## src/design/vsa_pkg.sv

```systemverilog
// ----------------------------------------------------------------------------
// vsa_pkg
// Types, command codes and matrix coefficients shared by the vectorscope
// accumulator modules.
// ----------------------------------------------------------------------------
`default_nettype none

package vsa_pkg;

  typedef enum logic [1:0] {
    CMD_ACCUM      = 2'd0,
    CMD_READ       = 2'd1,
    CMD_READ_CLEAR = 2'd2,
    CMD_NONE       = 2'd3
  } cmd_t;

  typedef enum logic [2:0] {
    ST_CLEAR,
    ST_IDLE,
    ST_MUL,
    ST_SCALE,
    ST_ROUND,
    ST_INDEX,
    ST_READ,
    ST_UPDATE
  } state_t;

  localparam int COEF_BITS   = 18;
  localparam int SAMPLE_BITS = 16;
  localparam int PROD_BITS   = COEF_BITS + SAMPLE_BITS;
  localparam int FRAC_BITS   = 28;

  // Multiply steps: 0..2 build Cb, 3..5 build -Cr; step 6 only drains.
  localparam logic [2:0] STEP_FIRST_ROW = 3'd3;
  localparam logic [2:0] STEP_LAST      = 3'd6;

  typedef logic signed [COEF_BITS-1:0] coef_t;

  typedef struct packed {
    logic       load;
    logic       mul_en;
    logic       acc_en;
    logic [2:0] step;
    logic       scale_en;
    logic       round_en;
    logic       index_en;
    logic       rd_en;
    logic       wr_en;
    logic       wr_inc;
    logic       sweep;
    logic       out_load;
  } ctrl_cmd_t;

  typedef struct packed {
    cmd_t cmd;
    logic idx_ok;
    logic out_free;
    logic clear_last;
  } ctrl_stat_t;

  // Cb row, then negated Cr row, Q0.16.
  function automatic coef_t coef(input logic [2:0] step);
    coef_t c;
    unique case (step)
      3'd0:    c = -18'sd7509;
      3'd1:    c = -18'sd25259;
      3'd2:    c = 18'sd32768;
      3'd3:    c = -18'sd32768;
      3'd4:    c = 18'sd29763;
      3'd5:    c = 18'sd3005;
      default: c = 18'sd0;
    endcase
    return c;
  endfunction

endpackage

`default_nettype wire

```

## src/design/vsa_ctrl.sv

```systemverilog
// ----------------------------------------------------------------------------
// vsa_ctrl
// Sequencer for the vectorscope accumulator: clear sweep, multiply steps,
// scaling, bin lookup and store update.
// ----------------------------------------------------------------------------
`default_nettype none

module vsa_ctrl (
  input  wire logic                clk,
  input  wire logic                rst,
  input  wire logic                in_valid,
  output logic                     in_stall,
  input  wire logic [1:0]          command,
  input  wire vsa_pkg::ctrl_stat_t stat,
  output vsa_pkg::ctrl_cmd_t       ctl
);

  vsa_pkg::state_t state, state_next;
  logic [2:0]      step, step_next;

  always_ff @(posedge clk) begin
    if (rst) begin
      state <= vsa_pkg::ST_CLEAR;
      step  <= '0;
    end else begin
      state <= state_next;
      step  <= step_next;
    end
  end

  always_comb begin
    state_next = state;
    step_next  = step;
    ctl        = '0;
    ctl.step   = step;
    in_stall   = 1'b1;
    unique case (state)
      vsa_pkg::ST_CLEAR: begin
        ctl.sweep  = 1'b1;
        ctl.wr_en  = 1'b1;
        if (stat.clear_last) begin
          state_next = vsa_pkg::ST_IDLE;
        end
      end
      vsa_pkg::ST_IDLE: begin
        in_stall = 1'b0;
        if (in_valid) begin
          ctl.load  = 1'b1;
          step_next = '0;
          unique case (vsa_pkg::cmd_t'(command)) inside
            vsa_pkg::CMD_ACCUM:                          state_next = vsa_pkg::ST_MUL;
            vsa_pkg::CMD_READ, vsa_pkg::CMD_READ_CLEAR:  state_next = vsa_pkg::ST_READ;
            vsa_pkg::CMD_NONE:                           state_next = vsa_pkg::ST_IDLE;
          endcase
        end
      end
      vsa_pkg::ST_MUL: begin
        ctl.mul_en = (step != vsa_pkg::STEP_LAST);
        ctl.acc_en = (step != 3'd0);
        step_next  = step + 3'd1;
        if (step == vsa_pkg::STEP_LAST) begin
          state_next = vsa_pkg::ST_SCALE;
        end
      end
      vsa_pkg::ST_SCALE: begin
        ctl.scale_en = 1'b1;
        state_next   = vsa_pkg::ST_ROUND;
      end
      vsa_pkg::ST_ROUND: begin
        ctl.round_en = 1'b1;
        state_next   = vsa_pkg::ST_INDEX;
      end
      vsa_pkg::ST_INDEX: begin
        ctl.index_en = 1'b1;
        state_next   = vsa_pkg::ST_READ;
      end
      vsa_pkg::ST_READ: begin
        ctl.rd_en  = 1'b1;
        state_next = vsa_pkg::ST_UPDATE;
      end
      vsa_pkg::ST_UPDATE: begin
        if (stat.cmd == vsa_pkg::CMD_ACCUM) begin
          ctl.wr_en  = 1'b1;
          ctl.wr_inc = 1'b1;
          state_next = vsa_pkg::ST_IDLE;
        end else if (stat.out_free) begin
          ctl.out_load = 1'b1;
          ctl.wr_en    = (stat.cmd == vsa_pkg::CMD_READ_CLEAR) && stat.idx_ok;
          state_next   = vsa_pkg::ST_IDLE;
        end
      end
      default: state_next = vsa_pkg::ST_IDLE;
    endcase
  end

endmodule

`default_nettype wire

```

## config.mk

```make
export PLATFORM = sky130hd
export DESIGN_NAME = vsa_ctrl
export DESIGN_NICKNAME = d
export VERILOG_FILES = /design/src/design/vsa_pkg.sv /design/src/design/vsa_ctrl.sv
export SDC_FILE = /design/constraint.sdc
export NUM_CORES = 1
export LEC_CHECK = 0
export BUFFER_PORTS_ARGS = -buffer_cell sky130_fd_sc_hd__clkbuf_2
export CORE_AREA = 3 3 42 44
export CTS_CLUSTER_SIZE = 20
export DETAILED_ROUTE_END_ITERATION = 12
export DIE_AREA = 0 0 45 47
export PLACE_DENSITY = 0.63
export SKIP_LAST_GASP = 1
export SYNTH_ARGS = -nofsm -noshare
export SYNTH_HDL_FRONTEND = slang
export SYNTH_SLANG_ARGS = --single-unit
export TNS_END_PERCENT = 10
```

## constraint.sdc

```tcl
create_clock -name clk -period 1.8 [get_ports clk]
set_input_delay 0.36 -clock clk [delete_from_list [all_inputs] [get_ports clk]]
set_output_delay 0.36 -clock clk [all_outputs]
set_load 0.01 [all_outputs]
```

==> flow_summary.ini, run 1 <==
[power_and_ir_drop]
sequentialPowerShare_pct = 37.2
p_clk_share_pct = 25.1
peakVddDrop_v = 0.000248
p_sw_mw = 0.170
combPwrFrac_pct = 37.7
power.leakage_nw = 0.304
p_per_area_nw_per_um2 = 728
intPower_mw = 0.315
p_total_mw = 0.486
sw_frac_of_total_pct = 35.1

[setup_path]
cp_max_fo = 11
r2r_setup_slack_ns = 0.44
r2r_end = state[0]
crit_required_ns = 1.44
worst-setup-path-type = reg -> out
end_kind = output pin
critPathLaunchType = register
worstPathArrival_ns = 1.36
regToRegStartpoint = step[0]
worstRegToRegCells = 5

[cells_and_area]
num-nets-final = 104
drive_above_1_share_pct = 40.2
fillers = 156
final_cell_mix = clkbuf_2, inv_1, nor3_1, ha_1
post-route-util_pct = 45.3
postLayoutCellArea_um2 = 667
instances_no_fill = 103
area_delta_synth_final_pct = 29.7
n_antenna_cell = 0
final_common_cell = clkbuf_2

[timing]
slew_viol_final = 0
hold_slack_ns = 0.391
slew_headroom_pct = 82.2
setup_viol = 0
fin_ws_ns = 0.0834
period_share_pct = 95.4
hold_viol_final = 0
fmaxAchievable_mhz = 583
setup_tns_ns = 0
skew_ns = 0.0116
finalCriticalPeriod_ns = 1.72
rsz0062_at_grt = no
tightest_slew_ns = 0.266

[logic_synthesis]
yosys.area.top_type = dfxtp_1
yosys_register_bits = 6
syn_avg_cell_area_um2 = 8.29
yosysWarnings = 0
synth_nets = 77
syn_area_um2 = 514
yosysUniqueCellTypes = 33
synth_top_cell_area_share_pct = 23.4
synth-seq-area-share_pct = 23.4
synth_area_leaders = dfxtp_1, ha_1, nor3_1, inv_1, a21oi_1
syn_inst = 62

[routing]
first_pass_iters = 3
drc = 0
ant_nets = 0
wl_um = 1200
drt_iter0_drc = 4
avgRoutedWirePerCell_um = 11.6
dr_total_vias = 543
vias_per_cell = 5.27

[status]
status = finished clean

[global_route]
grt_use_total_pct = 12.3
grt_max_degree = 13
antenna_found_initial = 0
grt_overflow = 0
grt_pass1_wl_um = 1990
grt_pass1_vias = 492

[clocking]
cts_setup_buffers = 0
numCtsBuffers = 3
clk_path_buf_depth = 2
cts.root.buffer_cell = clkbuf_4
cts_sinks = 6
path_clk_slew_ns = 0.05
cts_max_level = 1
insertion_delay_ns = 0.24
cts_tree = yes

[placement]
pre_cts_slack_ns = 0.215
placed_cell_area_um2 = 641
gp_congestion = 0.800
placed_cells = 100
io_buffers = 24

[die]
die_x_um = 45
die_h_um = 47
io_pins = 25
die-area_um2 = 2120
rows = 14
initial_utilization_pct = 34.9
core_area_um2 = 1470

[min_path]
hold_end = step[2]
min-delay-start = rst
worstHoldPathType = in -> reg
holdPathStages = 2

[job]
drv_cap = 0
==> repair_timing <==
action | 4_1_cts | 5_1_grt
hold buffers | 0 | 0
gates resized for setup | 1 | 2
setup endpoints to repair | 3 | 4
==> state kept, by name, summed over array words and instances (netlist names) <==
register  flops
step          3
state         3
==> synth_stat cells <==
library cell	number
a31oi_1	1
a211o_1	1
and2_1	1
o32ai_2	1
o32a_1	1
nand3_1	2
nand4bb_1	1
nor2_1	3
ha_1	5
xnor2_1	1
buf_6	1
inv_1	6
mux2i_1	1
a21bo_2	1
a221oi_1	1
o21ai_1	1
and3_1	1
and4bb_1	1
o22ai_1	1
o21a_1	1
a21o_1	1
or2_1	1
buf_2	2
dfxtp_1	6
a21oi_1	4
nor3_1	5
a211oi_1	1
nor3b_1	2
or3b_1	1
or3_1	1
nand3_2	1
or3b_4	1
nand2_1	4
==> power by group through the flow <==
stage	logic [mW]	clock network, mW	registers (mW)
floorplan	0.143	0	0.159
global placement	0.183	0	0.179
detailed placement	0.184	0	0.180
CTS	0.185	0.127	0.179
global route	0.203	0.132	0.185
finish	0.183	0.122	0.181
==> cells by family (layout without fill, tap and decap cells) <==
| family | after synthesis | count (layout) | synth area share (%) |
|---|---|---|---|
| adders and majority gates | 5 | 5 | 12.2 |
| DFF | 6 | 6 | 23.4 |
| AOI/OAI and AO/OA | 15 | 15 | 22.1 |
| buffers and inverters | 9 | 34 | 8.52 |
| muxes | 1 | 1 | 1.95 |
| xor gates and xnor gates | 1 | 1 | 1.70 |
| and+or+nand+nor | 25 | 25 | 30.2 |
==> routing by layer <==
metal	vias up	GRT usage [%]	wire length, um
li1	280	-	-
met1	245	16.0	551
met2	18	20.6	587
met3	0	1.15	60
met4	0	5.26	0
met5	-	0	0
==> critical path, stage by stage, from the launching register on <==
cell	delay (ns)
dfxtp_2	0.41
or3b_1	0.43
a21oi_1	0.14
clkbuf_2	0.14
==> how the worst max path moves through the flow <==
stage,start,end,slack (ns),cells past startpoint
4_1_cts,state[1],ctl[11],-0.02,3
6_report,state[1],ctl[11],0.08,3
2_1_floorplan,state[0],ctl[11],0.36,3
3_3_place_gp,state[0],ctl[3],0.23,4
5_1_grt,state[1],ctl[11],0.02,3
3_5_place_dp,state[0],ctl[3],0.22,4
==> layout make-up <==
type                       count  area, um2  area share (%)
inverter                       6       22.5            3.38
clock buffer                   3       22.5            3.38
timing repair buffer          25        128            19.1
tap                           16       20.0            3.00
sequential                     6        124            18.6
multi-input combinational     47        350            52.5
No activity file was read; power rests on OpenSTA's default activity.
==> run 2, diff against run 1 <==
--- a/config.mk
+++ b/config.mk
@@ -11,6 +11,7 @@
 export DETAILED_ROUTE_END_ITERATION = 12
 export DIE_AREA = 0 0 45 47
 export PLACE_DENSITY = 0.63
+export SETUP_SLACK_MARGIN = 0.1
 export SKIP_LAST_GASP = 1
 export SYNTH_ARGS = -nofsm -noshare
 export SYNTH_HDL_FRONTEND = slang
==> run 2 against run 1 <==
Net effect: power rose by 0.30%; sequential share of layout area rose by 0.83 points; combinational power barely moved; hold slack improved by 0.0052 ns; critical endpoint unchanged; largest cell class unchanged; largest power group unchanged; highest routed layer unchanged.
==> flow_summary.ini, run 2 (synthesis results as in run 1) <==
[status]
status = finished clean

[die]
die-area_um2 = 2120
rows = 14
initial_utilization_pct = 34.9
die_h_um = 47
die_x_um = 45
core_area_um2 = 1470
io_pins = 25

[setup_path]
crit_required_ns = 1.44
worst-setup-path-type = reg -> out
critPathLaunchType = register
worstPathArrival_ns = 1.30
cp_max_fo = 11
path_cells = or3b_4 > a21oi_1 > clkbuf_2
slowest_delay_ns = 0.41
crit_start = state[1]
end_kind = output pin
regToRegStartpoint = step[0]
slowest_stage = or3b_4

[cells_and_area]
drive_above_1_share_pct = 41.4
postLayoutCellArea_um2 = 677
n_antenna_cell = 0
area_delta_synth_final_pct = 31.6
multi_input_area_um2 = 353
final_cell_mix = clkbuf_2, inv_1, nor3_1, ha_1
top_regs = state: 3 flops, step: 3 flops
num-nets-final = 104
fillers = 157
instances_no_fill = 103
final_common_cell = clkbuf_2
seqCellArea_um2 = 131

[clocking]
cts_max_level = 1
numCtsBuffers = 3
clk_path_buf_depth = 2
path_clk_slew_ns = 0.05
cts_sinks = 6
cts_tree = yes
insertion_delay_ns = 0.24
cts_setup_buffers = 0
hold_buffers = 0
cts.root.buffer_cell = clkbuf_4

[routing]
dr_total_vias = 544
first_pass_iters = 3
avgRoutedWirePerCell_um = 11.7
wl_um = 1210
drt_iter0_drc = 3
vias_per_cell = 5.28
drc = 0
ant_nets = 0

[timing]
rsz0062_at_grt = yes
finalCriticalPeriod_ns = 1.66
skew_ns = 0.00975
tightest_slew_ns = 0.265
fmaxAchievable_mhz = 601
slew_viol_final = 0
slew_headroom_pct = 82.3
hold_viol_final = 0
setup_viol = 0
setup_tns_ns = 0
period_share_pct = 92.4

[power_and_ir_drop]
p_clk_share_pct = 24.4
sequentialPowerShare_pct = 37.5
p_sw_mw = 0.169
sw_frac_of_total_pct = 34.6
combPwrFrac_pct = 38.0
p_total_mw = 0.487
intPower_mw = 0.318
p_per_area_nw_per_um2 = 719
power.leakage_nw = 0.308
peakVddDrop_v = 0.000245

[min_path]
worstHoldPathType = in -> reg
min-delay-start = rst

[global_route]
grt_pass1_vias = 492
grt_use_total_pct = 12.3
antenna_found_initial = 0
grt_max_degree = 13
grt_overflow = 0
grt_pass1_wl_um = 1990

[job]
drv_cap = 0

[placement]
io_buffers = 24
placed_cells = 100
placed_cell_area_um2 = 641
gp_congestion = 0.800
## run 2: power by group through the flow
stage	Clock, mW	Combinational [mW]	Sequential (mW)
final	0.119	0.185	0.183
after global routing	0.131	0.206	0.187
after CTS	0.127	0.185	0.180
after detailed placement	0	0.184	0.180
after global placement	0	0.183	0.179
after floorplan	0	0.143	0.159
## run 2: path summary, 6_finish.rpt
kind / slack, ns / to / cells after the start
max: 0.14 / ctl[11] / 3
min: 0.40 / step[2] / 2
max reg2reg: 0.45 / state[0] / 5
min reg2reg: 0.50 / step[0] / 2
## run 2: area by class of cell
type / instances / share of cell area, %
Sequential cell: 6 / 19.4
Tap cell: 16 / 2.96
Timing Repair Buffer: 25 / 18.9
Multi-Input combinational cell: 47 / 52.1
Inverter: 6 / 3.33
Clock buffer: 3 / 3.33
## run 2: critical path, delay by kind of cell, from the launching register on
family / cells / cell delay (ns)
and+or+nand+nor: 1 / 0.41
DFF: 1 / 0.39
buffers and inverters: 1 / 0.14
AOI/OAI and AO/OA: 1 / 0.12
## run 2: what timing repair did
action / in CTS / in global routing
setup endpoints to repair: 5 / 3
endpoints found under the hold margin: 0 / 0
resized for setup: 3 / 4
## run 2: through the flow
step,hold slack [ns],utilization (%),setup WS [ns]
finish,0.396,46.0,0.137
global route,0.407,46.0,0.0816
CTS,0.390,45.3,0.0706
detailed placement,0.507,43.5,0.215
global placement,0.515,43.5,0.228
floorplan,0.429,-,0.355
## run 2: per-layer routing
layer  global-route usage (%)  vias up  share of wire (%)
met1                     16.0      247                 46
met3                     1.15        0                5.0
li1                         -      279                  -
met4                     5.26        0                  0
met5                        0        -                  0
met2                     20.6       18                 49
